===== src/sv/ldp_pkg.sv =====
// Shared package for the largest-differencing partition block.
// Holds sizing constants, the controller state type and the command/status structs.
// No dependencies.
package ldp_pkg;

    // Store depth and number width.
    localparam int MAX_ITEMS  = 128;
    localparam int VALUE_BITS = 48;

    // Derived widths.
    localparam int IDX_BITS   = $clog2(MAX_ITEMS);
    localparam int CNT_BITS   = $clog2(MAX_ITEMS + 1);
    localparam int TDATA_BITS = ((VALUE_BITS + 7) / 8) * 8;

    // Controller states.
    typedef enum logic [2:0] {
        S_LOAD,
        S_SCAN,
        S_DRAIN,
        S_WR_TOP,
        S_WR_NEXT,
        S_DONE
    } ldp_state_t;

    // Commands from the controller to the datapath.
    typedef struct packed {
        logic accept;     // input channel ready
        logic scan_step;  // issue one store read of the scan
        logic wr_top;     // write the difference over the largest entry
        logic wr_next;    // zero the second largest entry, end of round
        logic out_load;   // move the residue into the output register
    } ldp_cmd_t;

    // Status from the datapath to the controller.
    typedef struct packed {
        logic in_last;     // a marked input transaction is offered
        logic multi;       // the set will hold at least two numbers
        logic scan_end;    // the current read is the last loaded entry
        logic rounds_done; // the current round is the final one
        logic out_free;    // the output register can take a result
    } ldp_status_t;

endpackage


===== src/sv/ldp_ctrl.sv =====
// Controller state machine for the largest-differencing partition block.
// Depends on ldp_pkg for the state type and the command/status structs.
module ldp_ctrl import ldp_pkg::*; (
    input  logic        aclk,
    input  logic        aresetn,
    input  ldp_status_t status,
    output ldp_cmd_t    cmd
);

    ldp_state_t state_reg, state_next;

    // State register.
    always_ff @(posedge aclk) begin
        if (!aresetn) begin
            state_reg <= S_LOAD;
        end else begin
            state_reg <= state_next;
        end
    end

    // Next-state logic.
    always_comb begin
        state_next = state_reg;
        unique case (state_reg)
            S_LOAD: begin
                if (status.in_last) begin
                    state_next = status.multi ? S_SCAN : S_DONE;
                end
            end
            S_SCAN: begin
                if (status.scan_end) begin
                    state_next = S_DRAIN;
                end
            end
            S_DRAIN:   state_next = S_WR_TOP;
            S_WR_TOP:  state_next = S_WR_NEXT;
            S_WR_NEXT: state_next = status.rounds_done ? S_DONE : S_SCAN;
            S_DONE: begin
                if (status.out_free) begin
                    state_next = S_LOAD;
                end
            end
            default:   state_next = S_LOAD;
        endcase
    end

    // Command outputs.
    always_comb begin
        cmd = '0;
        unique case (state_reg)
            S_LOAD:    cmd.accept    = 1'b1;
            S_SCAN:    cmd.scan_step = 1'b1;
            S_DRAIN:   cmd           = '0;
            S_WR_TOP:  cmd.wr_top    = 1'b1;
            S_WR_NEXT: cmd.wr_next   = 1'b1;
            S_DONE:    cmd.out_load  = status.out_free;
            default:   cmd           = '0;
        endcase
    end

endmodule


===== config.mk =====
export PLATFORM = sky130hd
export DESIGN_NAME = ldp_ctrl
export DESIGN_NICKNAME = d
export VERILOG_FILES = /design/src/sv/ldp_pkg.sv /design/src/sv/ldp_ctrl.sv
export SDC_FILE = /design/constraint.sdc
export NUM_CORES = 1
export LEC_CHECK = 0
export BUFFER_PORTS_ARGS = -buffer_cell sky130_fd_sc_hd__buf_2
export CAP_MARGIN = 20
export CELL_PAD_IN_SITES_DETAIL_PLACEMENT = 0
export CELL_PAD_IN_SITES_GLOBAL_PLACEMENT = 1
export CORE_AREA = 3 3 40 42
export CTS_BUF_LIST = sky130_fd_sc_hd__clkbuf_16
export DETAILED_ROUTE_END_ITERATION = 10
export DIE_AREA = 0 0 43 45
export HOLD_SLACK_MARGIN = 0.05
export PLACE_DENSITY_LB_ADDON = 0.1
export SLEW_MARGIN = 20
export SYNTH_ARGS = -nofsm -noshare
export SYNTH_HDL_FRONTEND = slang
export SYNTH_SLANG_ARGS = --single-unit

===== constraint.sdc =====
create_clock -name aclk -period 1.62 [get_ports aclk]
set_input_delay 0.081 -clock aclk [delete_from_list [all_inputs] [get_ports aclk]]
set_output_delay 0.081 -clock aclk [all_outputs]
set_load 0.02 [all_outputs]

==> qor.yml <==
power_and_ir_drop:
  p_leak_nw: 0.176
  power.density_mw_per_mm2: 1690
  peakVddDrop_mv: 0.385
sta:
  period_needed_ns: 1.25
  finClkSkew_ns: 0.00159
  worst_pin_slew_ns: 0.313
  rsz0062_at_grt: "no"
  maxSlewHeadroom: 0.791
  tns_ns: 0
  fin_crit_sh: 0.771
  fmax_mhz: 800
  finalSetupViolations: 0
  report.final.slew_viol_count: 0
  hold_viol_final: 0
critical_path:
  r2r_start: "state_reg[2]"
  critPathLaunchType: "flip-flop"
  rr_worst_depth: 3
  end_kind: "primary output"
  worstPathArrival_ns: 1.17
  r2r_end: "state_reg[2]"
  ff2ff_setup_slack_ns: 0.46
  critical_path_required_ns: 1.54
  criticalPathCategory: "flip-flop to primary output"
  cp_max_fo: 8
cts:
  cts_tree: "done"
  cts_resized: 0
  cts_root_buffer: "clkbuf_16"
  numClockSinks: 3
  clock_path_buffers: 2
  clkLatencyLatePin_ns: 0.22
  post_cts_buffers: 0
  ctsHoldBuffers: 0
  cts.htree.levels: 1
  clkTransAtPathRegs_ns: 0.03
  cts_made_buffers: 3
yosys:
  synthAdderAreaFrac: 0
  seq_area_frac_synth: 0.270
  syn_nets: 36
  synthXorXnorAreaFrac: 0
  synthCells: 29
  synth_simple_gate_area_frac: 0.315
  ys_types: 17
  synth_compound_area_frac: 0.202
  synth.cell_area_um2: 223
  muxShareOfSynthArea: 0.0955
  synth_top_family_by_area: "simple AND/OR/NAND/NOR gates"
  ys_ff_latch: 3
  avgSynthCellArea_um2: 7.68
  yosysWarnings: 0
job:
  maxCapViolCount: 0
floorplanning:
  die_area_mm2: 0.00194
  fp.dieH_um: 45
  placeableCoreArea_mm2: 0.00128
  start_util: 0.173
  io_pins: 12
  row_count: 13
  die_width_um: 43
global_route:
  grt_util_met2: 0.117
  grt.busiest_layer: "met2"
  met3_usage: 0.0518
  antenna_found_initial: 0
  grt_overflow_total: 0
  grtUsageTotal: 0.0841
  grt_use_met1: 0.0892
  grt_pass1_wl_mm: 1.13
  grt_max_degree: 10
  grt_pass1_vias: 267
min_path:
  worstHoldEndpoint: "state_reg[2]"
  hp-class: "primary input to flip-flop"
  min_from: "aresetn"
  hold_depth: 2
drt:
  vias_per_cell: 4.48
  firstDrtPassIters: 2
  vias: 260
  drt_iter0_drc: 3
  drcViolationCount: 0
  drt_wl_total_um: 683
  drtAntennaViolNets: 0
  wl_per_cell_um: 11.8
cells_and_area:
  areaGrowthSynthToFinish_pct: 63.5
  design_area_um2: 364
  diodes: 0
  layout.nets: 51
  largest_register_ffs: 3
  drive_gt1_frac: 0.372
place:
  hpwl_um: 516
  gp_congestion: 0.692
  port-buffer-count: 11
  dpl_cell_area_um2: 285
status:
  outcome: "complete, no violations"
area by class of cell:
class | count | area [um2]
well taps | 15 | 18.8
flip-flops and latches | 3 | 60.1
clock inverters | 1 | 3.75
clock buffers | 3 | 75.1
multi-input cells | 22 | 136
repair buffers | 12 | 62.6
inverters | 2 | 7.51
fillers | 150 | 921
where the power goes:
group | switching, mW | total [mW] | internal (mW) | leakage, nW
clock network | 0.0690 | 0.387 | 0.318 | 0.0423
registers | 0.0205 | 0.106 | 0.0854 | 0.0248
logic | 0.0660 | 0.121 | 0.0545 | 0.109
worst max path at each step:
stage / start / endpoint / slack [ns] / depth (start not counted)
after floorplan: state_reg[1] / state_reg[0] / 0.36 / 3
after global placement: state_reg[2] / state_reg[2] / 0.49 / 3
after detailed placement: state_reg[2] / state_reg[2] / 0.46 / 3
after CTS: state_reg[0] / cmd[3] / 0.34 / 3
after global routing: state_reg[0] / cmd[3] / 0.25 / 3
final: state_reg[0] / cmd[3] / 0.37 / 3
stage by stage:
| step | utilization | power (mW) | setup slack [ns] | std cells | hold slack (ns) |
|---|---|---|---|---|---|
| global placement | 0.222 | 0.229 | 0.490 | 54 | 0.350 |
| global route | 0.283 | 0.647 | 0.252 | 58 | 0.127 |
| finish | 0.283 | 0.614 | 0.370 | 58 | 0.120 |
| CTS | 0.283 | 0.625 | 0.342 | 58 | 0.115 |
| floorplan | - | 0.195 | 0.359 | 29 | 0.212 |
| detailed placement | 0.222 | 0.230 | 0.460 | 54 | 0.352 |
synthesized netlist by cell type (all sizes together):
cell type | instances | area [um2]
a21oi | 1 | 5.00
nor2 | 3 | 11.3
inv | 2 | 7.51
mux2i | 1 | 10.0
o211a | 1 | 10.0
or2b | 1 | 7.51
o211ai | 2 | 15.0
o21ai | 1 | 5.00
and2 | 1 | 6.26
buf | 2 | 18.8
nand2 | 4 | 15.0
nor3b | 2 | 15.0
o311a | 1 | 10.0
mux2 | 1 | 11.3
nor3 | 3 | 15.0
dfxtp | 3 | 60.1
cell families (layout without fill, tap and decap cells):
group	Yosys count	count (layout)
simple gates	14	14
flops	3	3
compound gates	6	6
buf+inv	4	18
mux	2	2
critical path, cell delays in order (launching register included):
cell and delay, ns:
dfxtp_1 0.45, inv_1 0.13, nor3_1 0.17, buf_2 0.19
placed cells by master (no fill, tap or decap), drive strengths merged:
master and instances:
mux2 1, o21ai 1, buf 12, dfxtp 3
mux2i 1, or2b 1, and2 1, nor3 3
clkbuf 3, inv 3, a21oi 1, nor2 3
nand2 4, o211a 1, o311a 1, nor3b 2
o211ai 2
per-layer routing:
layer	part of all wire	vias up
met4	0.023	0
met2	0.44	11
li1	-	131
met1	0.47	116
met3	0.070	2
met5	0	-
No activity file was read; power rests on OpenSTA's default activity.
